$ cat src/rtl/shoc_div.sv
module shoc_div #(
    parameter int QW = 31,
    parameter int DW = 26,
    parameter int SW = 1
) (
    input  logic          i_clk,
    input  logic          i_rst_n,
    input  logic          i_vld,
    input  logic [DW-1:0] i_rem,
    input  logic [QW-1:0] i_low,
    input  logic [DW-1:0] i_den,
    input  logic [SW-1:0] i_side,
    output logic          o_vld,
    output logic [QW-1:0] o_quo,
    output logic [SW-1:0] o_side
);

    // one quotient bit per stage; i_rem must be below i_den
    logic          s_vld  [0:QW];
    logic [DW-1:0] s_rem  [0:QW];
    logic [QW-1:0] s_low  [0:QW];
    logic [QW-1:0] s_quo  [0:QW];
    logic [DW-1:0] s_den  [0:QW];
    logic [SW-1:0] s_side [0:QW];

    assign s_vld[0]  = i_vld;
    assign s_rem[0]  = i_rem;
    assign s_low[0]  = i_low;
    assign s_quo[0]  = '0;
    assign s_den[0]  = i_den;
    assign s_side[0] = i_side;

    for (genvar k = 0; k < QW; k++) begin : g_stage
        logic [DW:0]   n_trial;
        logic [DW:0]   n_diff;
        logic          n_fit;
        logic          r_vld;
        logic [DW-1:0] r_rem;
        logic [QW-1:0] r_low;
        logic [QW-1:0] r_quo;
        logic [DW-1:0] r_den;
        logic [SW-1:0] r_side;

        assign n_trial = {s_rem[k], s_low[k][QW-1]};
        assign n_diff  = n_trial - {1'b0, s_den[k]};
        assign n_fit   = n_trial >= {1'b0, s_den[k]};

        always_ff @(posedge i_clk) begin
            if (!i_rst_n) begin
                r_vld <= 1'b0;
            end else begin
                r_vld <= s_vld[k];
            end
            r_rem  <= n_fit ? n_diff[DW-1:0] : n_trial[DW-1:0];
            r_low  <= s_low[k] << 1;
            r_quo  <= {s_quo[k][QW-2:0], n_fit};
            r_den  <= s_den[k];
            r_side <= s_side[k];
        end

        assign s_vld[k+1]  = r_vld;
        assign s_rem[k+1]  = r_rem;
        assign s_low[k+1]  = r_low;
        assign s_quo[k+1]  = r_quo;
        assign s_den[k+1]  = r_den;
        assign s_side[k+1] = r_side;
    end

    assign o_vld  = s_vld[QW];
    assign o_quo  = s_quo[QW];
    assign o_side = s_side[QW];

endmodule

$ cat config.mk
export PLATFORM = sky130hd
export DESIGN_NAME = shoc_div
export DESIGN_NICKNAME = d
export VERILOG_FILES = /design/src/rtl/shoc_div.sv
export SDC_FILE = /design/constraint.sdc
export NUM_CORES = 2
export LEC_CHECK = 0
export ABC_CLOCK_PERIOD_IN_PS = 6000
export BUFFER_PORTS_ARGS = -buffer_cell sky130_fd_sc_hd__buf_2
export CAP_MARGIN = 20
export CORE_MARGIN = 2
export CORE_UTILIZATION = 40
export CTS_BUF_LIST = sky130_fd_sc_hd__clkbuf_4 sky130_fd_sc_hd__clkbuf_8 sky130_fd_sc_hd__clkbuf_16
export CTS_CLUSTER_SIZE = 20
export DETAILED_ROUTE_END_ITERATION = 12
export HOLD_SLACK_MARGIN = 0.15
export PLACE_DENSITY = 0.6
export SLEW_MARGIN = 20
export SYNTH_ARGS = -nofsm -noshare
export SYNTH_HDL_FRONTEND = slang
export SYNTH_SLANG_ARGS = --single-unit
$ cat constraint.sdc
create_clock -name i_clk -period 6 [get_ports i_clk]
set_input_delay 0.3 -clock i_clk [delete_from_list [all_inputs] [get_ports i_clk]]
set_output_delay 0.3 -clock i_clk [all_outputs]
set_load 0.02 [all_outputs]
==> impl_metrics.yaml <==
status:
  status: "finished clean"
routing:
  dr_wl_met2_um: 118000
  routed_wl_um: 256000
  routedWlPerCell_um: 17.8
  initialDrtViolationCount: 4461
  wl_met3_um: 10300
  drtPass1Iterations: 5
  vias: 73200
  wl_met1_um: 119000
  drc_errors: 0
  highest_layer: "met5"
  routed_via_density: 5.09
  ant_nets: 0
logic_synthesis:
  synth.top_cells.by_area: "dfxtp_1 (50%), ha_1 (9.7%), inv_1 (3.8%)"
  synth_top_area_share_pct: 49.9
  synth.top_cells.by_count: "dfxtp_1 (2583), inv_1 (1059), ha_1 (806), a21oi_1 (761), nand2_1 (610)"
  syn-num-nets: 11300
  syn-cell-area_um2: 104000
  synth_ff_type: "dfxtp_1"
  seq_area_frac_synth_pct: 49.9
  synth_edf_count: 0
  ys_types: 92
  synth-seq-cells: 2583
  synthCells: 10400
  yosysMostFrequentCell: "dfxtp_1"
  async_flop_share_pct: 0
  yosys_warnings: 0
  synth_area_per_cell_um2: 9.97
  yosysTopAreaCell: "dfxtp_1"
floorplanning:
  core.rowCount: 186
  dieWidth_um: 513
  core_um2: 257000
  dieHeight_um: 513
  io_pins: 120
  initial_core_util_pct: 40.3
  dieArea_um2: 263000
power:
  powerDensity_nw_per_um2: 639
  ir_worst_vdd_uv: 282
  p_total_w: 0.0763
  leakage_nw: 54.3
critical_path:
  critical_path_peak_fanout: 34
  worstSetupPathType: "flip-flop to flip-flop"
  worstPathRequired_ns: 6.72
  cp_num_buf_inv: 2
  crit_chain: "inv_1, ha_1, a211o_1, o311ai_0, a211oi_1, o31ai_1, o31ai_1, a31oi_4, buf_4, o21ai_0"
  end_kind: "flip-flop"
  cp_common_cell: "o31ai_1"
  cp_data_arrival_time_ns: 4.93
  cp_slowest_cell: "a31oi_4"
  r2r_slack_ns: 1.79
  critical-path-max-stage-delay_ns: 0.75
  cp-start-kind: "flip-flop"
  worst_path_dominant_cell_family: "compound AO/OA/AOI/OAI gates"
sta:
  fin_tns_setup_ns: 0
  fin_worst_skew_ns: 0.0413
  slew_headroom_pct: 26.2
  fin_crit_ns: 4.21
  fmax_mhz: 238
  final_hold_viol_count: 0
  fin_crit_sh_pct: 70.1
  worst_pin_slew_ns: 1.10
  maxSlewViolCount: 0
  setup_violations: 0
  rsz0062_at_grt: "false"
  fin_hold_ws_ns: 0.251
global_routing:
  grt_max_degree: 55
  grt_pass1_vias: 72400
  grt_pass1_wl_um: 402000
  grt_remaining_overflow: 0
  antenna_found_initial: 13
  globalRouteTotalUtil_pct: 19.0
final_layout:
  drive_gt1_share_pct: 10.2
  fin_nets: 11700
  area_growth_pct: 15.3
  utilization_pct: 46.4
  finalNonFillerCells: 14400
placement:
  portBuffers: 119
  gp_congestion: 0.900
  place_inst: 13700
  dp_hpwl_um: 199000
clock_network:
  cts_buffer_depth: 4
  clk_latency_ns: 0.85
  htreeDepth: 5
  cts-root-buf: "clkbuf_16"
  cts.sink_count: 2583
  clk_pin_slew_ns: 0.06
  postCtsSetupRepairBufs: 0
  cts_buffers: 289
  cts_tree: "yes"
flow_run:
  cap_violations: 0
min_path:
  min_path_type: "primary input to flip-flop"
## per-stage QoR
step / instance area, um2 / setup WS, ns
finish: 119000 / 1.79
global route: 119000 / 1.44
CTS: 119000 / 1.80
detailed placement: 108000 / 1.82
global placement: 108000 / 1.95
floorplan: 104000 / 2.74
## state kept, by name, indices dropped and copies added, names as in the netlist
| name | count |
|---|---|
| o_vld | 1 |
| g_stage.r_rem | 780 |
| o_side | 1 |
| g_stage.r_den | 780 |
| g_stage.r_quo | 465 |
| g_stage.r_vld | 30 |
| o_quo | 31 |
| g_stage.r_low | 465 |
| g_stage.r_side | 30 |
## logic make-up (layout without fill, tap and decap cells)
logic type	count (synthesis)	count (layout)	share of synthesized area, %
adders and majority gates	836	836	10.3
muxes	398	398	4.38
and+or+nand+nor	2173	2173	10.1
AOI/OAI and AO/OA	2513	2513	15.5
buffers and inverters	1272	1866	4.68
other	0	8	0
DFF	2583	2583	49.9
xor gates and xnor gates	614	614	5.19
## power by group
group / internal (W) / leakage [nW] / switching [W] / total [W]
sequential: 0.0223 / 21.8 / 0.00298 / 0.0253
clock: 0.0110 / 4.86 / 0.00704 / 0.0180
combinational: 0.0146 / 27.7 / 0.0184 / 0.0330
total: 0.0479 / 54.3 / 0.0284 / 0.0763
## layout by cell type, fill, tap and decap left out, types with 33 or more instances in the layout
cell type	Yosys	layout
xor2_1	221	221
and2_1	73	73
a211oi_1	64	64
buf_2	15	119
inv_1	1059	1059
nor2b_1	83	83
clkbuf_16	0	293
a21o_1	405	405
nand2b_1	96	96
dlygate4sd3_1	0	156
o21ai_0	551	550
or3_1	42	42
ha_1	806	806
nand4_1	135	135
nand3_1	178	178
nor3_1	157	157
xnor2_1	393	393
clkinv_2	0	33
o21bai_1	99	99
nand2_1	610	610
mux2_2	335	335
clkbuf_4	0	42
dfxtp_1	2583	2583
nor2_1	564	564
a31oi_1	73	70
o21a_1	104	104
o211ai_1	42	42
a21oi_1	761	756
o31ai_1	72	70
and3_1	78	78
clkbuf_8	0	52
or2_2	33	33
## routing by layer
metal | global-route usage [%] | vias up
li1 | - | 36700
met5 | 0 | -
met2 | 31.9 | 1579
met1 | 25.3 | 34400
met3 | 2.29 | 489
met4 | 6.58 | 8
## cell type report
type	count	area (um2)
timing repair buffer	303	2370
multi-input combinational	6534	47200
fill	23900	138000
tap	3384	4230
antenna	8	20.0
inverter	1062	3990
clock inverter	114	1490
sequential	2583	51700
clock buffer	387	8360
## worst paths after layout
kind / depth (start not counted) / startpoint / to
worst max-delay path: 10 / g_stage[25].r_den[6] / g_stage[26].r_rem[7]
worst min-delay path: 3 / i_rem[3] / g_stage[0].r_rem[4]
worst max register to register: 10 / g_stage[25].r_den[6] / g_stage[26].r_rem[7]
worst min register to register: 0 / g_stage[3].r_low[25] / g_stage[4].r_low[26]
## repair_timing
item | 4_1_cts | 5_1_grt
hold endpoints to repair | 114 | 0
hold buffers | 156 | 0
gates resized for setup | 0 | 0
## worst reg2reg max path, stage by stage (launching register included)
cell	delay, ns
dfxtp_1	0.33
inv_1	0.05
ha_1	0.35
a211o_1	0.34
o311ai_0	0.66
a211oi_1	0.22
o31ai_1	0.71
o31ai_1	0.20
a31oi_4	0.75
buf_4	0.34
o21ai_0	0.13
No activity file was read; power rests on OpenSTA's default activity.
