### src/rtl/shoc_pkg.sv
package shoc_pkg;

    localparam int IMAGE_COLS = 1024;
    localparam int IMAGE_ROWS = 1024;
    localparam logic [15:0] NO_DISPARITY = 16'hFFFF;

    localparam int CFG_ADDR_W = 6;
    localparam int CFG_DATA_W = 64;

    localparam logic [2:0] REG_UP_RAY     = 3'd0;
    localparam logic [2:0] REG_AXIS_RAY   = 3'd1;
    localparam logic [2:0] REG_BASELINE   = 3'd2;
    localparam logic [2:0] REG_DISP_CTR   = 3'd3;
    localparam logic [2:0] REG_HGT_OFFSET = 3'd4;
    localparam logic [2:0] REG_MIN_HGT    = 3'd5;
    localparam logic [2:0] REG_MAX_HGT    = 3'd6;
    localparam logic [2:0] REG_MAX_RANGE  = 3'd7;

    localparam int LIN_W      = 33;
    localparam int RANGE_QW   = 31;
    localparam int RANGE_DW   = 26;
    localparam int HGT_QW     = 33;
    localparam int HGT_DW     = 33;

    typedef struct packed {
        logic [9:0]  pixel_col;
        logic [9:0]  pixel_row;
        logic [15:0] disparity;
    } t_pixel;

    typedef struct packed {
        logic               measured;
        logic               obstacle;
        logic signed [31:0] height;
    } t_result;

    typedef struct packed {
        logic [62:0]        up_ray_coeffs;
        logic [62:0]        axis_ray_coeffs;
        logic [39:0]        baseline_num;
        logic signed [24:0] disp_center;
        logic signed [31:0] height_offset;
        logic signed [31:0] min_height;
        logic signed [31:0] max_height;
        logic [30:0]        max_range;
    } t_cfg;

    typedef struct packed {
        logic                    skip;
        logic signed [LIN_W-1:0] u;
        logic signed [LIN_W-1:0] w;
    } t_side_rng;

    typedef struct packed {
        logic skip;
        logic neg;
        logic ovf;
    } t_side_hgt;

endpackage

### src/rtl/shoc_cfg.sv
module shoc_cfg
    import shoc_pkg::*;
(
    input  logic                  i_clk,
    input  logic                  i_rst_n,
    input  logic                  psel,
    input  logic                  penable,
    input  logic                  pwrite,
    input  logic [CFG_ADDR_W-1:0] paddr,
    input  logic [CFG_DATA_W-1:0] pwdata,
    output logic [CFG_DATA_W-1:0] prdata,
    output logic                  pready,
    output t_cfg                  o_cfg
);

    t_cfg       r_cfg;
    logic [2:0] idx;

    assign idx    = paddr[CFG_ADDR_W-1:3];
    assign pready = 1'b1;
    assign o_cfg  = r_cfg;

    always_ff @(posedge i_clk) begin
        if (!i_rst_n) begin
            r_cfg                 <= '0;
            r_cfg.max_range       <= 31'h7FFF_FFFF;
        end else if (psel && penable && pwrite) begin
            unique case (idx)
                REG_UP_RAY:     r_cfg.up_ray_coeffs   <= pwdata[62:0];
                REG_AXIS_RAY:   r_cfg.axis_ray_coeffs <= pwdata[62:0];
                REG_BASELINE:   r_cfg.baseline_num    <= pwdata[39:0];
                REG_DISP_CTR:   r_cfg.disp_center     <= pwdata[24:0];
                REG_HGT_OFFSET: r_cfg.height_offset   <= pwdata[31:0];
                REG_MIN_HGT:    r_cfg.min_height      <= pwdata[31:0];
                REG_MAX_HGT:    r_cfg.max_height      <= pwdata[31:0];
                REG_MAX_RANGE:  r_cfg.max_range       <= pwdata[30:0];
                default: ;
            endcase
        end
    end

    always_comb begin
        unique case (idx)
            REG_UP_RAY:     prdata = {1'b0, r_cfg.up_ray_coeffs};
            REG_AXIS_RAY:   prdata = {1'b0, r_cfg.axis_ray_coeffs};
            REG_BASELINE:   prdata = {24'b0, r_cfg.baseline_num};
            REG_DISP_CTR:   prdata = {39'b0, r_cfg.disp_center};
            REG_HGT_OFFSET: prdata = {32'b0, r_cfg.height_offset};
            REG_MIN_HGT:    prdata = {32'b0, r_cfg.min_height};
            REG_MAX_HGT:    prdata = {32'b0, r_cfg.max_height};
            REG_MAX_RANGE:  prdata = {33'b0, r_cfg.max_range};
            default:        prdata = '0;
        endcase
    end

endmodule

### config.mk
export PLATFORM = sky130hd
export DESIGN_NAME = shoc_cfg
export DESIGN_NICKNAME = d
export VERILOG_FILES = /design/src/rtl/shoc_pkg.sv /design/src/rtl/shoc_cfg.sv
export SDC_FILE = /design/constraint.sdc
export NUM_CORES = 1
export LEC_CHECK = 0
export BUFFER_PORTS_ARGS = -buffer_cell sky130_fd_sc_hd__buf_2
export CORE_MARGIN = 2
export CORE_UTILIZATION = 43
export CTS_CLUSTER_SIZE = 30
export DETAILED_ROUTE_END_ITERATION = 12
export PLACE_DENSITY = 0.83
export SLEW_MARGIN = 15
export SYNTH_ARGS = -nofsm -noshare
export SYNTH_HDL_FRONTEND = slang
export SYNTH_SLANG_ARGS = --single-unit
### constraint.sdc
create_clock -name i_clk -period 1.5 [get_ports i_clk]
set_input_delay 0.225 -clock i_clk [delete_from_list [all_inputs] [get_ports i_clk]]
set_output_delay 0.225 -clock i_clk [all_outputs]
set_load 0.02 [all_outputs]
==> results.py <==
metrics = {
    "outcome": {
        "outcome": "finished with violations",
        "failed_checks": "setup timing",
    },
    "synthesis": {
        "muxShareOfSynthArea_pct": 4.92,
        "synth-simple-area-share_pct": 21.3,
        "yosys_warnings": 0,
        "ys_ff_latch": 318,
        "synth_fa_ha_area_share_pct": 0,
        "avgSynthCellArea_sq_um": 7.98,
        "synth_compound_area_share_pct": 23.0,
        "synthArstFlopShare_pct": 0,
        "synth_top_family_by_area": "compound AO/OA/AOI/OAI gates",
        "synth_cell_types": 36,
        "synthesis.nets": 1872,
        "synth_xor_area_share_pct": 0,
        "synthCells": 1797,
        "synth_edf_count": 0,
        "ys_seq_area_share_pct": 44.4,
        "synth_ff_type": "dfxtp_1",
        "synth_area_sq_mm": 0.0143,
    },
    "drt": {
        "route.met2.wl_um": 29800,
        "wire_per_inst_um": 22.6,
        "wl_met1_um": 23100,
        "drt-total-wl_um": 64000,
        "dr_total_vias": 16500,
        "ant_nets": 0,
        "drt-initial-drc-count": 1523,
        "wl_met3_um": 6420,
        "drc_errors": 0,
        "drtPass1Iterations": 6,
        "maxUsedRoutingLayer": "met4",
        "routed_via_density": 5.82,
    },
    "sta": {
        "post-route-min-period_ns": 2.04,
        "fmax_mhz": 491,
        "layout_setup_ws_ns": -0.538,
        "rsz0062_at_grt": "yes",
        "drv_slew": 0,
        "skew_ns": 0,
        "hold_violations": 0,
        "finalSetupViolCount": 59,
        "period_share_pct": 136,
    },
    "pwr": {
        "leakagePower_nw": 9.29,
        "irDropWorstVdd_uv": 769,
        "combinationalPowerShare_pct": 11.3,
        "seq_power_share_pct": 43.1,
        "internal_power_mw": 15.0,
        "p_switching_mw": 4.93,
        "pwr_density_cell_mw_per_mm2": 929,
        "p_sw_share_pct": 24.8,
        "clkPwrFrac_pct": 45.6,
        "power_mw": 19.9,
    },
    "clock_network": {
        "cts_tree": "done",
        "cts_buffers": 37,
        "clk_latency_ns": 0.52,
        "root_buffer": "clkbuf_16",
        "clk_path_buf_depth": 3,
        "cts.clk_slew.worst_paths_ns": 0.06,
        "htreeDepth": 2,
        "clock_sinks": 318,
    },
    "worst_setup_path": {
        "required_ns": 1.27,
        "timing.rr.start": "o_cfg[300]$_SDFFE_PN0P_",
        "end_kind": "output port",
        "crit_top_cell": "a21oi_2",
        "slowest_stage": "a221o_1",
        "startpoint": "o_cfg[92]$_SDFFE_PN0P_",
        "crit_end": "prdata[29]",
        "cpPeakStageDelay_ns": 0.37,
        "critPathKind": "reg -> out",
        "crit_arrival_ns": 1.81,
        "crit_chain": "mux2_4, a221o_1, a21oi_2, a21oi_2, buf_6",
        "reg2reg_depth": 2,
        "r2r_slack_ns": 0.66,
        "worst_setup_path_start_kind": "register",
        "r2r-end": "o_cfg[300]$_SDFFE_PN0P_",
        "crit_fanout": 2,
    },
    "layout": {
        "areaGrowthSynthToFinish_pct": 49.3,
        "final_layout_size_suffix_gt1_share_pct": 39.5,
        "fillers": 2474,
        "largest_reg_flops": 318,
        "fin_nets": 2439,
    },
    "global_route": {
        "grt_overflow": 0,
        "grt_pass1_vias": 16100,
        "grt_pass1_wl_um": 93200,
        "antenna_found_initial": 4,
        "grt_max_degree": 74,
        "grt_use_total_pct": 34.1,
    },
    "floorplanning": {
        "start_util_pct": 43.8,
        "die_area_sq_mm": 0.0348,
        "placementRows": 66,
        "chipHeight_um": 187,
        "core_sq_mm": 0.0327,
        "fp.dieW_um": 187,
        "ios": 458,
    },
    "placement": {
        "port_buffers": 451,
        "place_congestion": 0.947,
        "dp_hpwl_um": 40100,
        "dp_slack_ns": -0.485,
    },
    "worst_hold_path": {
        "holdCritPathClass": "in -> reg",
    },
    "flow_run": {
        "maxCapViolCount": 0,
    },
}
-- layout make-up --
cell class	instances	area (sq um)	share of cell area, %
multi-input combinational	1276	7690	35.9
sequential	318	6450	30.1
timing repair buffer	701	5350	25.0
clock buffer	56	1140	5.32
tap	442	553	2.58
inverter	30	113	0.526
clock inverter	9	101	0.473
antenna	4	10.0	0.0468
-- synthesized netlist by cell type (3+ instances only) --
| cell | number | area share (%) |
|---|---|---|
| a21boi_0 | 122 | 6.4 |
| a221o_1 | 8 | 0.56 |
| a22o_1 | 47 | 2.9 |
| buf_2 | 87 | 3.0 |
| a221oi_1 | 50 | 3.1 |
| a21oi_1 | 18 | 0.63 |
| or2_2 | 5 | 0.22 |
| mux2_2 | 28 | 2.2 |
| nand2b_1 | 6 | 0.26 |
| nand2_1 | 647 | 17 |
| nor2b_1 | 3 | 0.13 |
| mux2i_1 | 39 | 2.7 |
| clkbuf_1 | 75 | 2.0 |
| dfxtp_1 | 318 | 44 |
| a21boi_1 | 165 | 8.6 |
| a2bb2oi_1 | 4 | 0.24 |
| o21ai_1 | 3 | 0.10 |
| o22ai_1 | 4 | 0.17 |
| or3_1 | 3 | 0.13 |
| nand3_1 | 31 | 1.1 |
| nor2_1 | 78 | 2.0 |
| buf_4 | 9 | 0.47 |
| inv_1 | 30 | 0.79 |
-- routing by layer --
| layer | up-vias | global-route usage, % |
|---|---|---|
| met5 | - | 0 |
| met4 | 0 | 24.6 |
| met3 | 320 | 7.75 |
| met2 | 1296 | 55.3 |
| met1 | 7759 | 39.6 |
| li1 | 7122 | - |
-- worst min-delay path by stage --
stage | endpoint | slack [ns] | depth (start not counted) | start
after floorplan | o_cfg[30]$_SDFFE_PN1P_ | 0.35 | 2 | pwdata[30]
after global placement | o_cfg[268]$_SDFFE_PN0P_ | 0.45 | 2 | o_cfg[268]$_SDFFE_PN0P_
after detailed placement | o_cfg[303]$_SDFFE_PN0P_ | 0.46 | 2 | o_cfg[303]$_SDFFE_PN0P_
after CTS | o_cfg[281]$_SDFFE_PN0P_ | 0.001 | 3 | pwdata[26]
after global routing | o_cfg[201]$_SDFFE_PN0P_ | 0.009 | 3 | pwdata[9]
final | o_cfg[125]$_SDFFE_PN0P_ | 0.02 | 3 | pwdata[30]
-- timing repair --
item,4_1_cts,5_1_grt
gates cloned,4,3
endpoints found under the setup margin,63,63
gates resized for setup,168,75
hold buffers,38,0
endpoints found under the hold margin,82,0
pin swaps,59,51
setup buffers,31,11
-- cell families (layout without fill, tap and decap cells) --
logic type | Yosys count | in the layout
other | 2 | 6
AND/OR/NAND/NOR | 780 | 780
AO/OA/AOI/OAI | 427 | 427
multiplexers | 67 | 67
buffers and inverters | 203 | 796
flip-flops | 318 | 318
-- cell usage in the layout, fill, tap and decap left out, drive strengths merged, types with 28 or more instances in the layout --
master and n:
mux2i 39, nand3 31, buf 659, a22o 47, inv 31, dlygate4sd3 38, clkbuf 59, a21boi 287
mux2 28, a221oi 50, dfxtp 318, nor2 79, nand2 647
-- critical path, delay by kind of cell (launching register included) --
kind	cells	cell delay, ns
AO/OA/AOI/OAI	3	0.57
buffers and inverters	1	0.13
flip-flops	1	0.33
multiplexers	1	0.27
-- metrics by stage --
step | TNS (ns) | cell area [sq um] | util [%] | cells | hold slack (ns)
final | -16.56 | 21400 | 65.5 | 2836 | 0.0169
after global routing | -19.42 | 21400 | 65.5 | 2835 | 0.00897
after CTS | -18.11 | 21000 | 64.3 | 2819 | 0.00148
after detailed placement | -109.40 | 18600 | 56.9 | 2681 | 0.458
after global placement | -105.41 | 18600 | 56.9 | 2681 | 0.454
after floorplan | -0.720 | 14900 | - | 1797 | 0.349
-- power by group through the flow --
stage | registers [mW] | logic (mW) | clock network, mW
4_1_cts | 8.57 | 2.12 | 9.13
3_5_place_dp | 8.76 | 1.86 | 0
3_3_place_gp | 8.75 | 1.82 | 0
5_1_grt | 8.58 | 2.33 | 9.52
2_1_floorplan | 8.83 | 1.07 | 0
6_report | 8.57 | 2.24 | 9.07
Power figures use the tool's default switching activity.
