### src/rtl/shoc_pkg.sv
package shoc_pkg;

    localparam int IMAGE_COLS = 1024;
    localparam int IMAGE_ROWS = 1024;
    localparam logic [15:0] NO_DISPARITY = 16'hFFFF;

    localparam int CFG_ADDR_W = 6;
    localparam int CFG_DATA_W = 64;

    localparam logic [2:0] REG_UP_RAY     = 3'd0;
    localparam logic [2:0] REG_AXIS_RAY   = 3'd1;
    localparam logic [2:0] REG_BASELINE   = 3'd2;
    localparam logic [2:0] REG_DISP_CTR   = 3'd3;
    localparam logic [2:0] REG_HGT_OFFSET = 3'd4;
    localparam logic [2:0] REG_MIN_HGT    = 3'd5;
    localparam logic [2:0] REG_MAX_HGT    = 3'd6;
    localparam logic [2:0] REG_MAX_RANGE  = 3'd7;

    localparam int LIN_W      = 33;
    localparam int RANGE_QW   = 31;
    localparam int RANGE_DW   = 26;
    localparam int HGT_QW     = 33;
    localparam int HGT_DW     = 33;

    typedef struct packed {
        logic [9:0]  pixel_col;
        logic [9:0]  pixel_row;
        logic [15:0] disparity;
    } t_pixel;

    typedef struct packed {
        logic               measured;
        logic               obstacle;
        logic signed [31:0] height;
    } t_result;

    typedef struct packed {
        logic [62:0]        up_ray_coeffs;
        logic [62:0]        axis_ray_coeffs;
        logic [39:0]        baseline_num;
        logic signed [24:0] disp_center;
        logic signed [31:0] height_offset;
        logic signed [31:0] min_height;
        logic signed [31:0] max_height;
        logic [30:0]        max_range;
    } t_cfg;

    typedef struct packed {
        logic                    skip;
        logic signed [LIN_W-1:0] u;
        logic signed [LIN_W-1:0] w;
    } t_side_rng;

    typedef struct packed {
        logic skip;
        logic neg;
        logic ovf;
    } t_side_hgt;

endpackage

### src/rtl/shoc_front.sv
module shoc_front
    import shoc_pkg::*;
(
    input  logic                i_clk,
    input  logic                i_rst_n,
    input  logic                i_vld,
    input  t_pixel              i_pixel,
    input  t_cfg                i_cfg,
    output logic                o_vld,
    output logic [RANGE_DW-1:0] o_rem,
    output logic [RANGE_QW-1:0] o_low,
    output logic [RANGE_DW-1:0] o_den,
    output t_side_rng           o_side
);

    // stage 1: denominator, bounds, coefficient products
    logic signed [20:0]         ucc, urc, ukc, wcc, wrc, wkc;
    logic signed [10:0]         col_s, row_s;
    logic signed [26:0]         n_den;
    logic                       n_skip1;
    logic signed [31:0]         n_pu_c, n_pu_r, n_pw_c, n_pw_r;

    logic                       r1_vld;
    logic                       r1_skip;
    logic [RANGE_DW-1:0]        r1_den;
    logic signed [31:0]         r1_pu_c, r1_pu_r, r1_pw_c, r1_pw_r;

    // stage 2: linear sums, overflow check
    logic [47:0]                num;
    logic signed [LIN_W-1:0]    n_u, n_w;
    logic                       n_ovf;

    logic                       r2_vld;
    logic [RANGE_DW-1:0]        r2_rem;
    logic [RANGE_QW-1:0]        r2_low;
    logic [RANGE_DW-1:0]        r2_den;
    t_side_rng                  r2_side;

    assign ucc   = i_cfg.up_ray_coeffs[20:0];
    assign urc   = i_cfg.up_ray_coeffs[41:21];
    assign ukc   = i_cfg.up_ray_coeffs[62:42];
    assign wcc   = i_cfg.axis_ray_coeffs[20:0];
    assign wrc   = i_cfg.axis_ray_coeffs[41:21];
    assign wkc   = i_cfg.axis_ray_coeffs[62:42];
    assign col_s = $signed({1'b0, i_pixel.pixel_col});
    assign row_s = $signed({1'b0, i_pixel.pixel_row});

    always_comb begin
        n_den   = $signed({3'b0, i_pixel.disparity, 8'b0}) - i_cfg.disp_center;
        n_skip1 = (int'(i_pixel.pixel_col) >= IMAGE_COLS) ||
                  (int'(i_pixel.pixel_row) >= IMAGE_ROWS) ||
                  (i_pixel.disparity == NO_DISPARITY) ||
                  n_den[26] || (n_den == '0);
        n_pu_c  = ucc * col_s;
        n_pu_r  = urc * row_s;
        n_pw_c  = wcc * col_s;
        n_pw_r  = wrc * row_s;
    end

    always_ff @(posedge i_clk) begin
        if (!i_rst_n) begin
            r1_vld <= 1'b0;
        end else begin
            r1_vld <= i_vld;
        end
        r1_skip <= n_skip1;
        r1_den  <= n_den[RANGE_DW-1:0];
        r1_pu_c <= n_pu_c;
        r1_pu_r <= n_pu_r;
        r1_pw_c <= n_pw_c;
        r1_pw_r <= n_pw_r;
    end

    assign num = {i_cfg.baseline_num, 8'b0};

    always_comb begin
        n_u   = r1_pu_c + r1_pu_r + ukc;
        n_w   = r1_pw_c + r1_pw_r + wkc;
        // range at or above 2^31 always exceeds max_range
        n_ovf = {9'b0, num[47:RANGE_QW]} >= r1_den;
    end

    always_ff @(posedge i_clk) begin
        if (!i_rst_n) begin
            r2_vld <= 1'b0;
        end else begin
            r2_vld <= r1_vld;
        end
        r2_rem       <= {9'b0, num[47:RANGE_QW]};
        r2_low       <= num[RANGE_QW-1:0];
        r2_den       <= r1_den;
        r2_side.skip <= r1_skip || n_ovf;
        r2_side.u    <= n_u;
        r2_side.w    <= n_w;
    end

    assign o_vld  = r2_vld;
    assign o_rem  = r2_rem;
    assign o_low  = r2_low;
    assign o_den  = r2_den;
    assign o_side = r2_side;

endmodule

### config.mk
export PLATFORM = sky130hd
export DESIGN_NAME = shoc_front
export DESIGN_NICKNAME = d
export VERILOG_FILES = /design/src/rtl/shoc_pkg.sv /design/src/rtl/shoc_front.sv
export SDC_FILE = /design/constraint.sdc
export NUM_CORES = 2
export LEC_CHECK = 0
export BUFFER_PORTS_ARGS = -buffer_cell sky130_fd_sc_hd__buf_4
export CELL_PAD_IN_SITES_DETAIL_PLACEMENT = 1
export CELL_PAD_IN_SITES_GLOBAL_PLACEMENT = 1
export CORE_ASPECT_RATIO = 1.75
export CORE_UTILIZATION = 43
export DETAILED_ROUTE_END_ITERATION = 16
export GPL_TIMING_DRIVEN = 0
export PLACE_DENSITY_LB_ADDON = 0.1
export SYNTH_ARGS = -nofsm -noshare
export SYNTH_HDL_FRONTEND = slang
export SYNTH_SLANG_ARGS = --single-unit
### constraint.sdc
create_clock -name i_clk -period 5.36 [get_ports i_clk]
set_clock_uncertainty 0.2 [all_clocks]
set_input_delay 0 -clock i_clk [delete_from_list [all_inputs] [get_ports i_clk]]
set_output_delay 0 -clock i_clk [all_outputs]
set_load 0.05 [all_outputs]
==> key figures <==
Timing
  • Worst hold slack across all endpoints: 0.0552 ns
  • Highest Clock Rate: 0.189 GHz
  • Post-Route Setup TNS: 0 ns
  • Final number of setup-violating endpoints: 0
  • Final number of max-transition violations: 0
  • Share of the cycle needed by the critical path after routing: 98.6%
  • Max-slew headroom: 19.7%
  • Min Clock Period, post-route: 5.28 ns
  • Final count of hold timing violations: 0
  • Unrepaired setup endpoints after global routing: true
  • Transition time at the pin with the least slew margin: 1.17 ns

Worst setup path
  • Worst path buffer plus inverter count: 19
  • Delay of the slowest critical-path stage: 0.54 ns
  • CP Capture Type: flip-flop
  • R2R depth: 14
  • Worst reg2reg path startpoint: r1_pw_c[1]
  • Slowest cell on crit path: sky130_fd_sc_hd__fa_1
  • Worst Path Arrival: 5.60 ns
  • Kind of cell adding the most delay to the critical path: adder cells
  • Endpoint of the lowest-slack register-to-register path: o_side[31]
  • Flop2flop setup slack: 0.90 ns
  • Startpoint class of the critical path: input pin
  • Worst setup path category: in2reg
  • Top cell by count, worst path: sky130_fd_sc_hd__buf_4
  • Worst Path Required: 5.67 ns
  • CP Max Fanout: 8

Clocking
  • Number of buffers added by the clock tree synthesis step: 35
  • Max clock buf depth: 3
  • H-tree levels: 2
  • Clock transition at the registers of the reported paths: 0.07 ns
  • Clk root buf: sky130_fd_sc_hd__clkbuf_16
  • Sinks on the clock net: 290
  • Latest clock arrival within the worst-skew pair: 0.59 ns
  • CTS tree: built

Finish
  • Layout cells sized above 1: 11.8%
  • Finished Core Util: 52.2%
  • Layout-stage area growth over the synthesis result: 20.4%
  • Number of nets at the end of the flow: 6,743
  • Layout filler cell count: 11,300

Die
  • Total Die Area: 99,800 µm²
  • Initial Util: 43.3%
  • FP Rows: 152
  • Core Region: 97,800 µm²
  • Y dimension of the die: 417 µm
  • Top Ports: 508
  • Chip Width: 239 µm

Synth
  • Yosys synthesis warning count: 0
  • Library cell with the largest summed area after synthesis: sky130_fd_sc_hd__fa_1
  • Number of different library cells in the post-synthesis netlist: 79
  • Flip-flop and latch count after synthesis: 290
  • Number of enable-type register cells in the synthesized netlist: 0
  • Most common library cells after synthesis: sky130_fd_sc_hd__inv_1, sky130_fd_sc_hd__fa_1, sky130_fd_sc_hd__nand2_1, sky130_fd_sc_hd__and2_1, sky130_fd_sc_hd__ha_1
  • Synthesized area: 42,400 µm²
  • Mapped Cells: 4,590
  • Most frequently used flop master after synthesis: sky130_fd_sc_hd__dfxtp_1
  • Syn Area/Cell: 9.23 µm²
  • Portion of synthesized cell area occupied by the leading cell type: 38.1%
  • Most repeated cell in the gate-level netlist after synthesis: sky130_fd_sc_hd__inv_1
  • Largest cells by area after synthesis: sky130_fd_sc_hd__fa_1, sky130_fd_sc_hd__dfxtp_1, sky130_fd_sc_hd__ha_1
  • Fraction of registers with async set/reset: 0%
  • Sequential element share of the synthesized area: 13.7%

Power
  • Leakage dissipation: 25.6 nW
  • Cell Pwr Density: 740 nW/µm²
  • Net load switching power: 0.0195 W
  • Sequential cell fraction of total power: 10.6%
  • Internal Pwr Total: 0.0182 W
  • Part of the power in the clock network: 6.3%
  • Fraction of power spent switching nets: 51.7%
  • Relative contribution of combinational cells to total power: 83.1%
  • Peak supply drop: 0.000778 V

Run
  • Max-cap violations: 0

Placed design
  • Total of buffers placed on input and output ports: 282
  • Final HPWL DP: 115,000 µm
  • Final Wtd Congestion: 0.911

Hold path
  • Cell count of the worst hold path: 5
  • Endpoint, Worst Hold: r1_pu_c[2]
  • Path category of the worst min-delay check: in2reg
  • Startpoint of the worst hold path: i_pixel[28]

Drt
  • Initial DRC Count: 965
  • Detailed-route vias per instance: 5.11
  • Post-detailed-route DRC marker count: 0
  • Drt pass-1 iters: 5
  • Final antenna-violating net count: 0
  • Vias after detailed routing: 33,400
  • Routed Wire Length: 141,000 µm
  • DR WL/cell: 21.6 µm

GRT
  • Number of global-route vias before repair: 39,400
  • Initial antenna violation count: 6
  • GRT Overall Usage: 29.2%
  • Wire length of the first global-routing pass: 221,000 µm
  • Total congestion overflow: 0
  • Maximum number of pins on one net before global-route repair: 15

Status
  • Run status: finished clean
==> registers in the layout, indices dropped and copies added (netlist names) <==
signal   count
r1_den      26
o_rem       17
o_den       26
r1_vld       1
o_vld        1
r1_pu_c     32
r1_pw_c     32
o_side      67
r1_pw_r     32
o_low       23
r1_skip      1
r1_pu_r     32
==> cell usage in the layout, fill, tap and decap left out, types with 57 or more instances in the layout <==
cell / Yosys / layout
sky130_fd_sc_hd__a21o_1: 74 / 74
sky130_fd_sc_hd__clkbuf_2: 0 / 58
sky130_fd_sc_hd__nor2_1: 99 / 98
sky130_fd_sc_hd__xnor2_1: 162 / 161
sky130_fd_sc_hd__and2_1: 400 / 400
sky130_fd_sc_hd__a21oi_1: 156 / 146
sky130_fd_sc_hd__nand2_1: 509 / 506
sky130_fd_sc_hd__dfxtp_1: 290 / 290
sky130_fd_sc_hd__fa_1: 806 / 796
sky130_fd_sc_hd__buf_4: 17 / 345
sky130_fd_sc_hd__inv_1: 1014 / 1012
sky130_fd_sc_hd__ha_1: 380 / 366
sky130_fd_sc_hd__o21ai_0: 91 / 80
sky130_fd_sc_hd__clkbuf_1: 170 / 57
sky130_fd_sc_hd__dlygate4sd3_1: 0 / 233
==> worst max-delay path by stage <==
stage                           start          end  slack, ns  cells past startpoint
after floorplan           i_pixel[19]  r1_pu_r[31]      -0.02                     22
after global placement    i_pixel[33]  r1_pw_c[28]      -1.53                     22
after detailed placement  i_pixel[33]  r1_pw_c[28]      -1.50                     22
after CTS                 i_pixel[31]  r1_pw_c[28]      -0.09                     23
after global routing      i_pixel[30]  r1_pw_c[28]      -0.05                     22
final                     i_pixel[18]  r1_pu_r[10]       0.08                     29
==> worst min-delay path, stage by stage <==
cell and delay (ns):
sky130_fd_sc_hd__buf_4 0.14, sky130_fd_sc_hd__buf_4 0.23, sky130_fd_sc_hd__and2_1 0.16, sky130_fd_sc_hd__ha_1 0.13, sky130_fd_sc_hd__ha_1 0.12
==> cell type report <==
cell class / instances / area [µm²] / share of cell area [%]
Multi-Input combinational cell: 3114 / 32500 / 63.8
Sequential cell: 290 / 5810 / 11.4
Timing Repair Buffer: 558 / 4800 / 9.41
Inverter: 1014 / 3810 / 7.46
Tap cell: 1309 / 1640 / 3.21
Buffer: 187 / 1330 / 2.62
Clock buffer: 42 / 932 / 1.83
Clock inverter: 17 / 136 / 0.267
Antenna cell: 4 / 10.0 / 0.0196
==> per-layer routing <==
layer / GRT usage (%) / up-vias / routed length (µm)
met5: 0 / - / 13
met4: 14.4 / 2 / 7570
met3: 3.48 / 296 / 5650
met2: 56.6 / 803 / 77800
met1: 30.5 / 17200 / 49800
li1: - / 15100 / -
==> cell families after synthesis <==
family / Yosys count / share of synthesized area (%)
buffers and inverters: 1202 / 10.8
and+or+nand+nor: 1201 / 14.2
adders and majority gates: 1186 / 49.3
AOI/OAI and AO/OA: 507 / 7.79
DFF: 290 / 13.7
xor gates and xnor gates: 203 / 4.20
other: 1 / 0.00885
==> power by group through the flow <==
stage | Clock (W) | Sequential [W] | Combinational (W)
2_1_floorplan | 0 | 0.00484 | 0.0199
3_3_place_gp | 0 | 0.00402 | 0.0284
3_5_place_dp | 0 | 0.00402 | 0.0287
4_1_cts | 0.00246 | 0.00399 | 0.0305
5_1_grt | 0.00251 | 0.00406 | 0.0351
6_report | 0.00237 | 0.00399 | 0.0314
==> through the flow <==
| stage | instances | power [W] | setup slack, ns | area [µm²] |
|---|---|---|---|---|
| detailed placement | 6197 | 0.0327 | -1.50 | 46200 |
| global route | 6531 | 0.0417 | -0.0520 | 51000 |
| global placement | 6197 | 0.0325 | -1.53 | 46200 |
| floorplan | 4606 | 0.0247 | -0.0191 | 42500 |
| finish | 6535 | 0.0377 | 0.0759 | 51000 |
| CTS | 6508 | 0.0370 | -0.0862 | 50300 |
==> timing repair <==
item / in CTS / in global routing
pin swaps: 16 / 55
buffers inserted: 19 / 24
endpoints found under the setup margin: 37 / 25
endpoints found under the hold margin: 125 / 0
gates resized for setup: 177 / 182
hold buffers: 233 / 0
(Power assumes the default switching activity.)
