File: config.mk
export PLATFORM = sky130hd
export DESIGN_NAME = shoc_fin
export DESIGN_NICKNAME = d
export VERILOG_FILES = /design/src/rtl/shoc_pkg.sv /design/src/rtl/shoc_fin.sv
export SDC_FILE = /design/constraint.sdc
export NUM_CORES = 1
export LEC_CHECK = 0
export ABC_AREA = 1
export BUFFER_PORTS_ARGS = -buffer_cell sky130_fd_sc_hd__buf_4
export CELL_PAD_IN_SITES_DETAIL_PLACEMENT = 1
export CELL_PAD_IN_SITES_GLOBAL_PLACEMENT = 1
export CORE_AREA = 2 2 153 155
export DETAILED_ROUTE_END_ITERATION = 10
export DIE_AREA = 0 0 155 157
export PLACE_DENSITY_LB_ADDON = 0.15
export SLEW_MARGIN = 20
export SYNTH_ARGS = -nofsm -noshare
export SYNTH_HDL_FRONTEND = slang
export SYNTH_SLANG_ARGS = --single-unit
export TNS_END_PERCENT = 20
File: constraint.sdc
create_clock -name i_clk -period 19.75 [get_ports i_clk]
set_input_delay 5.925 -clock i_clk [delete_from_list [all_inputs] [get_ports i_clk]]
set_output_delay 5.925 -clock i_clk [all_outputs]
set_load 0.02 [all_outputs]
File: src/rtl/shoc_pkg.sv
package shoc_pkg;

    localparam int IMAGE_COLS = 1024;
    localparam int IMAGE_ROWS = 1024;
    localparam logic [15:0] NO_DISPARITY = 16'hFFFF;

    localparam int CFG_ADDR_W = 6;
    localparam int CFG_DATA_W = 64;

    localparam logic [2:0] REG_UP_RAY     = 3'd0;
    localparam logic [2:0] REG_AXIS_RAY   = 3'd1;
    localparam logic [2:0] REG_BASELINE   = 3'd2;
    localparam logic [2:0] REG_DISP_CTR   = 3'd3;
    localparam logic [2:0] REG_HGT_OFFSET = 3'd4;
    localparam logic [2:0] REG_MIN_HGT    = 3'd5;
    localparam logic [2:0] REG_MAX_HGT    = 3'd6;
    localparam logic [2:0] REG_MAX_RANGE  = 3'd7;

    localparam int LIN_W      = 33;
    localparam int RANGE_QW   = 31;
    localparam int RANGE_DW   = 26;
    localparam int HGT_QW     = 33;
    localparam int HGT_DW     = 33;

    typedef struct packed {
        logic [9:0]  pixel_col;
        logic [9:0]  pixel_row;
        logic [15:0] disparity;
    } t_pixel;

    typedef struct packed {
        logic               measured;
        logic               obstacle;
        logic signed [31:0] height;
    } t_result;

    typedef struct packed {
        logic [62:0]        up_ray_coeffs;
        logic [62:0]        axis_ray_coeffs;
        logic [39:0]        baseline_num;
        logic signed [24:0] disp_center;
        logic signed [31:0] height_offset;
        logic signed [31:0] min_height;
        logic signed [31:0] max_height;
        logic [30:0]        max_range;
    } t_cfg;

    typedef struct packed {
        logic                    skip;
        logic signed [LIN_W-1:0] u;
        logic signed [LIN_W-1:0] w;
    } t_side_rng;

    typedef struct packed {
        logic skip;
        logic neg;
        logic ovf;
    } t_side_hgt;

endpackage

File: src/rtl/shoc_fin.sv
module shoc_fin
    import shoc_pkg::*;
(
    input  logic              i_clk,
    input  logic              i_rst_n,
    input  logic              i_vld,
    input  logic [HGT_QW-1:0] i_quo,
    input  t_side_hgt         i_side,
    input  t_cfg              i_cfg,
    output logic              o_strobe,
    output t_result           o_result
);

    logic [HGT_QW:0]          qmag;
    logic signed [HGT_QW+1:0] q;
    logic signed [HGT_QW+2:0] hsum;
    logic signed [31:0]       hsat;
    t_result                  n_res;
    logic                     r_strobe;
    t_result                  r_res;

    always_comb begin
        qmag = i_side.ovf ? {1'b1, {HGT_QW{1'b0}}} : {1'b0, i_quo};
        q    = i_side.neg ? -$signed({1'b0, qmag}) : $signed({1'b0, qmag});
        hsum = q + i_cfg.height_offset;
        if (hsum > $signed(36'sh0_7FFF_FFFF)) begin
            hsat = 32'sh7FFF_FFFF;
        end else if (hsum < $signed(-36'sh0_8000_0000)) begin
            hsat = -32'sh8000_0000;
        end else begin
            hsat = hsum[31:0];
        end
        if (i_side.skip) begin
            n_res = '0;
        end else begin
            n_res.measured = 1'b1;
            n_res.obstacle = (hsat < i_cfg.min_height) || (hsat > i_cfg.max_height);
            n_res.height   = hsat;
        end
    end

    always_ff @(posedge i_clk) begin
        if (!i_rst_n) begin
            r_strobe <= 1'b0;
        end else begin
            r_strobe <= i_vld;
        end
        r_res <= n_res;
    end

    assign o_strobe = r_strobe;
    assign o_result = r_res;

endmodule

==> impl_metrics.tcl, run 1 <==
set metrics [dict create \
    yosys-top-cells-area "ha_1, nand2_1, dfxtp_1" \
    path_class "in -> reg" \
    clkPwrFrac_pct 15.5 \
    insertedDiodeCount 0 \
    finalWeightedCongestion 0.841 \
    start_util_pct 26.6 \
    first_iter_violations 197 \
    filler_cell_count 2968 \
    yosysMostFrequentCell "nand2_1" \
    io_buffers 169 \
    postPlaceCellArea_sq_um 7540 \
    hold_depth 3 \
    fin_util_pct 34.2 \
    synth.distinct_cells 40 \
    maxSlewViolCount 0 \
    ir_drop_mv 0.0322 \
    seq_area_sq_um 701 \
    multi_input_area_sq_um 4600 \
    grt_pass1_wl_mm 34.7 \
    hp-class "in -> reg" \
    wire_per_inst_microns 15.2 \
    die-width_microns 155 \
    track_usage_pct 18.1 \
    endpoint_kind "flip-flop" \
    ys_seq_area_share_pct 11.7 \
    synth-async-reset-ratio_pct 0 \
    cap_violations 0 \
    cts_htree_levels 2 \
    finalCriticalPeriod_ns 12.38 \
    max_slew_margin_pct 55.7 \
    worstMarginPinSlew_ns 0.664 \
    synth_top_area_cell "ha_1" \
    routed_wl_mm 22.0 \
    seqPwrFrac_pct 16.9 \
    syn_inst 1000 \
    die-area_sq_um 24300 \
    status "completed" \
    nNetsFinal 1616 \
    cts_max_path_buffers 2 \
    clock.fmax_ghz 0.0808 \
    worst_ep_required_time_ns 19.92 \
    fin_area_sq_um 7690 \
    vias 6511 \
    synth_fp_nets 1458 \
    ios 392 \
    cts_made_buffers 5 \
    grt_pass1_vias 6691 \
    synth_top_area_share_pct 20.9 \
    cts_hold_buf 0 \
    slowest_stage "nor4_1" \
    power.internal_w 0.000270 \
    cp-start-kind "primary input" \
    cts_tree "done" \
    postCtsSetupBuffers 0 \
    overflow 0 \
    synth_common_cells "nand2_1, inv_1, ha_1" \
    synth-seq-cells 35 \
    ys_warn_count 0 \
    crit_top_cell "nand2_1" \
    avgSynthCellArea_sq_um 5.99 \
    cts.sinks 35 \
    path_clk_slew_ns 0.07 \
    worstPathMaxFanout 32 \
    final_layout_size_suffix_gt1_share_pct 19.4 \
    core_sq_um 22500 \
    leakagePower_nw 4.31 \
    drc 0 \
    critPathMaxStageDelay_ns 0.41 \
    period_share_pct 62.7 \
    fin_total_pwr_w 0.000540 \
    arrival_ns 12.55 \
    viasPerCell 4.51 \
    first_pass_iters 4 \
    p_sw_share_pct 50.0 \
    synth_top_flop_cell "dfxtp_1" \
    antenna_left 0 \
    hold_viol_final 0 \
    syn-cell-area_sq_um 5990 \
    switching_power_w 0.000270 \
    cts_root_buffer "clkbuf_16" \
    antenna_found_initial 0 \
    dp_hpwl_mm 19.2 \
    die_y_microns 157 \
    rsz0062_at_grt "no" \
    cts-resized-gates 0 \
    syn_to_final_growth_pct 28.4 \
    grt_max_degree 62 \
    synth_edf_count 0 \
    power_frac_comb_pct 67.6 \
    setup_tns_ns 0 \
    setup_viol 0 \
    fp-row-count 55 \
    power.density_nw_per_um2 70.2 \
]
per-stage QoR:
step	hold slack [ns]	setup slack, ns	instances
2_1_floorplan	6.02	8.65	1000
3_3_place_gp	6.10	7.00	1436
3_5_place_dp	6.11	6.96	1436
4_1_cts	5.81	7.25	1444
5_1_grt	5.85	6.35	1444
6_report	5.81	7.37	1444
per-layer routing:
layer  wire length, microns  part of all wire (%)  GRT usage, %  vias up
met5                      0                     0             0        -
met2                   8610                    39          27.5      154
met3                   1060                   4.8          2.53        8
li1                       -                     -             -     3490
met4                    180                  0.82          2.65        0
met1                  12100                    55          27.4     2859
final cells by class:
| type | instances | area share, % |
|---|---|---|
| Multi-Input combinational cell | 784 | 59.9 |
| Timing Repair Buffer | 170 | 16.6 |
| Sequential cell | 35 | 9.11 |
| Inverter | 162 | 7.91 |
| Tap cell | 285 | 4.64 |
| Clock buffer | 5 | 1.63 |
| Clock inverter | 3 | 0.260 |
worst max-delay path: cells and delay by family:
family	cells	cell delay [ns]
adders and majority gates	3	0.86
AOI/OAI and AO/OA	5	0.87
xor gates and xnor gates	2	0.24
buffers and inverters	5	0.87
and+or+nand+nor	29	3.81
cells by family after synthesis:
group	after synthesis	synth area share, %
buffers and inverters	181	11.5
AO/OA/AOI/OAI	142	13.0
adder cells (fa/ha/maj)	101	21.2
XOR/XNOR	57	8.34
flip-flops	35	11.7
AND/OR/NAND/NOR	484	34.3
power groups by stage:
stage          Combinational [W]  Clock [W]  Sequential [W]
2_1_floorplan           0.000229          0        0.000108
3_3_place_gp            0.000363          0       0.0000924
6_report                0.000365  0.0000837       0.0000912
3_5_place_dp            0.000369          0       0.0000920
4_1_cts                 0.000371  0.0000857       0.0000911
5_1_grt                 0.000420  0.0000884       0.0000920
sequential cells by signal, summed over array words and instances, names as in the netlist:
signal	count
o_strobe	1
o_result	34
worst paths after layout:
path	start	endpoint	slack [ns]
max	i_side[0]	o_result[32]	7.37
min	i_vld	o_strobe	5.81
cell usage in the layout, fill, tap and decap left out, types with 5 or more instances in the layout:
| cell type | Yosys | routed |
|---|---|---|
| nor3_1 | 11 | 11 |
| nand2_1 | 320 | 320 |
| nor2_1 | 67 | 67 |
| xor2_1 | 37 | 37 |
| nand4_1 | 6 | 6 |
| a21oi_1 | 91 | 91 |
| a31oi_1 | 8 | 8 |
| inv_2 | 12 | 12 |
| buf_4 | 0 | 170 |
| nand2_2 | 14 | 14 |
| ha_1 | 100 | 100 |
| o21ai_0 | 22 | 22 |
| nor2_2 | 6 | 6 |
| xnor2_1 | 20 | 20 |
| a211oi_1 | 6 | 6 |
| inv_1 | 148 | 148 |
| dfxtp_1 | 35 | 35 |
| o21bai_1 | 10 | 10 |
| nand3_1 | 36 | 36 |
| clkbuf_16 | 0 | 5 |
Power figures use the tool's default switching activity.
==> run 2, diff against run 1 <==
--- a/config.mk
+++ b/config.mk
@@ -9,9 +9,9 @@
 export BUFFER_PORTS_ARGS = -buffer_cell sky130_fd_sc_hd__buf_4
 export CELL_PAD_IN_SITES_DETAIL_PLACEMENT = 1
 export CELL_PAD_IN_SITES_GLOBAL_PLACEMENT = 1
-export CORE_AREA = 2 2 153 155
+export CORE_AREA = 2 2 158 160
 export DETAILED_ROUTE_END_ITERATION = 10
-export DIE_AREA = 0 0 155 157
+export DIE_AREA = 0 0 160 162
 export PLACE_DENSITY_LB_ADDON = 0.15
 export SLEW_MARGIN = 20
 export SYNTH_ARGS = -nofsm -noshare
==> constraint.sdc (replaced) <==
create_clock -name i_clk -period 11.24 [get_ports i_clk]
set_input_delay 3.372 -clock i_clk [delete_from_list [all_inputs] [get_ports i_clk]]
set_output_delay 3.372 -clock i_clk [all_outputs]
set_load 0.02 [all_outputs]
==> run 2 against run 1 <==
  * Non-clock buffer count grew 3
  * Worst hold slack lost 2.6 ns
  * Combinational power grew 76%
  * Clock-buffer cell count grew 1
  * Final cell count grew 2.8%
  * Routed wire length grew 2.7%
  * Critical path depth grew 2
  * Critical path type unchanged
==> impl_metrics.tcl, run 2 (synthesis gave the netlist of run 1 again) <==
set metrics [dict create \
    grt_pass1_wl_mm 35.6 \
    viasPerCell 4.37 \
    io_buffers 169 \
    cts-resized-gates 0 \
    maxSlewViolCount 0 \
    power_frac_comb_pct 67.2 \
    antenna_found_initial 0 \
    antenna_left 0 \
    grt_max_degree 39 \
    setup_tns_ns 0 \
    grt_pass1_vias 6726 \
    final_common_cell "nand2_1" \
    ios 392 \
    worst_ep_required_time_ns 11.42 \
    cp-startpoint "i_side[0]" \
    endpoint_kind "flip-flop" \
    crit_top_cell "nand2_1" \
    wire_per_inst_microns 15.2 \
    seqPwrFrac_pct 17.0 \
    path_class "in -> reg" \
    power.internal_w 0.000482 \
    nNetsFinal 1619 \
    overflow 0 \
    clkPwrFrac_pct 15.8 \
    cts_tree "done" \
    ir_drop_mv 0.0504 \
    arrival_ns 9.48 \
    finalCriticalPeriod_ns 9.30 \
    period_share_pct 82.7 \
    insertedDiodeCount 0 \
    rsz0062_at_grt "no" \
    cts_hold_buf 0 \
    setup_viol 0 \
    cap_violations 0 \
    fin_total_pwr_w 0.000957 \
    crit_family "simple AND/OR/NAND/NOR gates" \
    status "completed" \
    path_clk_slew_ns 0.07 \
    start_util_pct 24.8 \
    critPathMaxStageDelay_ns 0.35 \
    cp_num_buf_inv 4 \
    cp-start-kind "primary input" \
    dp_hpwl_mm 19.9 \
    holdCritStartpoint "i_vld" \
    worstPathMaxFanout 38 \
    postCtsSetupBuffers 0 \
    slowest_stage "buf_4" \
    cts_max_path_buffers 2 \
    min_to "o_strobe" \
    p_sw_share_pct 49.7 \
    die-width_microns 160 \
    cts_made_buffers 5 \
    die-area_sq_um 25900 \
    fp-row-count 57 \
    die_y_microns 162 \
    power.density_nw_per_um2 123 \
    fin_util_pct 32.2 \
    final_layout_size_suffix_gt1_share_pct 19.6 \
    hold_depth 3 \
    track_usage_pct 17.4 \
    cts_root_buffer "clkbuf_16" \
    routed_wl_mm 22.6 \
    switching_power_w 0.000476 \
    first_iter_violations 210 \
    cts_htree_levels 2 \
    hold_viol_final 0 \
    max_slew_margin_pct 63.4 \
    vias 6483 \
    drc 0 \
    hp-class "in -> reg" \
    largest_reg_flops 34 \
    finalWeightedCongestion 0.830 \
    leakagePower_nw 4.33 \
    cts.sinks 35 \
    first_pass_iters 4 \
    core_sq_um 24100 \
    layout_common_cells "nand2_1, buf_4, inv_1" \
    syn_to_final_growth_pct 29.5 \
    clock.fmax_ghz 0.108 \
    hold-worst-slack_ns 3.25 \
    worstMarginPinSlew_ns 0.543 \
]
==> run 2: how the worst max path moves through the flow <==
stage	end	cells after the start
6_report	o_result[32]	46
5_1_grt	o_result[32]	44
4_1_cts	o_result[32]	41
3_3_place_gp	o_result[32]	41
2_1_floorplan	o_result[32]	41
3_5_place_dp	o_result[32]	41
==> run 2: metrics by stage <==
stage	cells	setup slack, ns	instance area (sq um)
global route	1485	1.10	7760
finish	1485	1.94	7760
floorplan	1000	2.70	5990
detailed placement	1478	1.50	7610
CTS	1485	1.80	7760
global placement	1478	1.50	7610
==> run 2: worst min-delay path: stages <==
cell and delay (ns):
buf_4 0.07, nand2_1 0.04, inv_1 0.04
==> run 2: cell type report <==
cell class | count | area (sq um)
clock inverter | 1 | 5.00
sequential | 35 | 701
tap | 324 | 405
timing repair buffer | 173 | 1300
fill | 3217 | 16300
clock buffer | 6 | 139
inverter | 162 | 608
multi-input combinational | 784 | 4600
==> run 2: metal layers <==
| metal | vias to the layer above | part of all wire [%] | GRT usage (%) |
|---|---|---|---|
| met5 | - | 0 | 0 |
| met4 | 0 | 0.63 | 2.70 |
| met3 | 7 | 4.7 | 2.58 |
| met2 | 156 | 38 | 25.5 |
| met1 | 2808 | 57 | 27.1 |
| li1 | 3512 | - | - |
==> run 2: power by group through the flow <==
stage          Combinational, W  Sequential (W)  Clock [W]
2_1_floorplan          0.000402        0.000189          0
3_3_place_gp           0.000642        0.000165          0
3_5_place_dp           0.000652        0.000164          0
4_1_cts                0.000655        0.000163   0.000156
5_1_grt                0.000739        0.000164   0.000159
6_report               0.000644        0.000162   0.000152
==> run 3, diff against run 2 <==
--- a/config.mk
+++ b/config.mk
@@ -5,13 +5,13 @@
 export SDC_FILE = /design/constraint.sdc
 export NUM_CORES = 1
 export LEC_CHECK = 0
-export ABC_AREA = 1
+export ABC_AREA = 0
 export BUFFER_PORTS_ARGS = -buffer_cell sky130_fd_sc_hd__buf_4
 export CELL_PAD_IN_SITES_DETAIL_PLACEMENT = 1
 export CELL_PAD_IN_SITES_GLOBAL_PLACEMENT = 1
-export CORE_AREA = 2 2 158 160
+export CORE_AREA = 2 2 152 154
 export DETAILED_ROUTE_END_ITERATION = 10
-export DIE_AREA = 0 0 160 162
+export DIE_AREA = 0 0 154 156
 export PLACE_DENSITY_LB_ADDON = 0.15
 export SLEW_MARGIN = 20
 export SYNTH_ARGS = -nofsm -noshare
==> constraint.sdc (replaced) <==
create_clock -name i_clk -period 9.3 [get_ports i_clk]
set_input_delay 2.79 -clock i_clk [delete_from_list [all_inputs] [get_ports i_clk]]
set_output_delay 2.79 -clock i_clk [all_outputs]
set_load 0.02 [all_outputs]
==> run 3 against run 2 <==
  * First-iteration DRC count decreased by 15%
  * Via count decreased by 5.9%
  * Worst hold slack got worse by 0.55 ns
  * Core utilization increased by 4.0 points
  * Sequential share of layout area decreased by 0.37 points
  * Synthesized cell count decreased by 23%
  * Die area decreased by 7.3%
  * Flip-flop and latch count unchanged
  * Cell area increased by 4.2%
  * Power increased by 15%
  * Largest cell class unchanged
  * Sequential power increased by 22%
  * Critical path type unchanged
  * Global-route usage increased by 0.79 points
==> impl_metrics.tcl, run 3 <==
set metrics [dict create \
    worstPathMaxFanout 10 \
    core_sq_um 22400 \
    ios 392 \
    synth_top_flop_cell "dfxtp_1" \
    leakagePower_nw 4.07 \
    synth.distinct_cells 55 \
    io_buffers 169 \
    largest_reg_flops 34 \
    cap_violations 0 \
    cts_max_path_buffers 2 \
    cts_hold_buf 0 \
    cts_root_buffer "clkbuf_16" \
    die-area_sq_um 24000 \
    power.internal_w 0.000638 \
    final_common_cell "buf_4" \
    grt_pass1_wl_mm 34.3 \
    antenna_left 0 \
    power_frac_comb_pct 64.5 \
    path_class "in -> reg" \
    postCtsSetupBuffers 0 \
    slowest_stage "o41a_1" \
    seqPwrFrac_pct 17.9 \
    cp-start-kind "primary input" \
    start_util_pct 25.5 \
    cts.sinks 35 \
    power.density_nw_per_um2 136 \
    layout.cells.non_filler 1286 \
    filler_cell_count 2768 \
    period_share_pct 96.1 \
    switching_power_w 0.000462 \
    synth_edf_count 0 \
    placed_cells 1278 \
    insertedDiodeCount 0 \
    critPathMaxStageDelay_ns 0.50 \
    track_usage_pct 18.2 \
    status "completed" \
    max_slew_margin_pct 50.3 \
    hold-worst-slack_ns 2.71 \
    cts_htree_levels 2 \
    die_y_microns 156 \
    hold_viol_final 0 \
    final_layout_size_suffix_gt1_share_pct 28.3 \
    ys_warn_count 0 \
    clkPwrFrac_pct 17.6 \
    dp_hpwl_mm 19.5 \
    wire_per_inst_microns 17.2 \
    worst_ep_required_time_ns 9.47 \
    worstMarginPinSlew_ns 0.745 \
    hp-class "in -> reg" \
    yosysMostFrequentCell "ha_1" \
    syn-cell-area_sq_um 5710 \
    setup_viol 0 \
    yosys-top-cells-area "ha_1, dfxtp_1, a21o_1" \
    synth_common_cells "ha_1, inv_1, a21o_1" \
    synth_top_area_share_pct 21.9 \
    first_pass_iters 4 \
    endpoint_kind "flip-flop" \
    viasPerCell 4.74 \
    path_clk_slew_ns 0.05 \
    fin_total_pwr_w 0.00110 \
    synth-async-reset-ratio_pct 0 \
    cts_tree "done" \
    maxSlewViolCount 0 \
    grt_pass1_vias 6367 \
    finalWeightedCongestion 0.807 \
    clock.fmax_ghz 0.112 \
    routed_wl_mm 22.1 \
    grt_max_degree 40 \
    drc 0 \
    first_iter_violations 178 \
    crit_top_cell "buf_4" \
    fin_util_pct 36.2 \
    ir_drop_mv 0.0606 \
    vias 6101 \
    synth_top_area_cell "ha_1" \
    die-width_microns 154 \
    cts_made_buffers 5 \
    syn_inst 771 \
    syn_to_final_growth_pct 41.7 \
    synth-seq-cells 35 \
    overflow 0 \
    cts-resized-gates 0 \
    antenna_found_initial 0 \
    rsz0062_at_grt "no" \
    synth_fp_nets 1229 \
    ys_seq_area_share_pct 12.3 \
    fp-row-count 55 \
    layout_common_cells "buf_4, ha_1, inv_1" \
    avgSynthCellArea_sq_um 7.40 \
    arrival_ns 9.11 \
    finalCriticalPeriod_ns 8.94 \
    p_sw_share_pct 42.0 \
    nNetsFinal 1458 \
]
[run 3: power groups by stage]
stage / combinational [W] / clock (W) / sequential, W
global placement: 0.000693 / 0 / 0.000200
detailed placement: 0.000704 / 0 / 0.000198
CTS: 0.000709 / 0.000200 / 0.000196
finish: 0.000709 / 0.000194 / 0.000197
floorplan: 0.000391 / 0 / 0.000215
global route: 0.000795 / 0.000206 / 0.000198
[run 3: worst paths after layout]
kind                  cells past startpoint      endpoint  slack (ns)      start
worst min-delay path                      2      o_strobe        2.71      i_vld
worst max-delay path                     33  o_result[32]        0.36  i_quo[12]
[run 3: worst max-delay path, delay by kind of cell]
kind,cells,cell delay (ns)
adders and majority gates,2,0.60
xor gates and xnor gates,1,0.16
and+or+nand+nor,6,1.15
AOI/OAI and AO/OA,19,3.60
buffers and inverters,5,0.80
[run 3: stage by stage]
stage | setup TNS (ns) | setup WS (ns) | instance area [sq um]
floorplan | 0 | 0.0345 | 5710
global placement | -0.137 | -0.137 | 7820
detailed placement | -0.179 | -0.179 | 7820
CTS | 0 | 0.102 | 7990
global route | 0 | 0.0201 | 8090
finish | 0 | 0.363 | 8090
[run 3: metal layers]
layer	global-route usage, %	vias up	part of all wire [%]
li1	-	3205	-
met1	28.4	2740	56
met2	26.7	143	39
met3	1.83	13	4.1
met4	3.56	0	0.91
met5	0	-	0
[run 3: cell families after synthesis]
group	count (synthesis)	share of synthesized area (%)
flip-flops	35	12.3
XOR/XNOR	51	7.82
AND/OR/NAND/NOR	227	20.7
AO/OA/AOI/OAI	245	29.1
adder cells (fa/ha/maj)	101	22.3
buffers and inverters	109	7.30
multiplexers	3	0.526
[run 3: area by class of cell]
class | instances | area, sq um | area share [%]
Clock buffer | 5 | 125 | 1.55
Sequential cell | 35 | 701 | 8.66
Clock inverter | 3 | 43.8 | 0.541
Inverter | 83 | 312 | 3.85
Tap cell | 285 | 357 | 4.41
Multi-Input combinational cell | 627 | 4690 | 58.0
Timing Repair Buffer | 248 | 1860 | 23.0
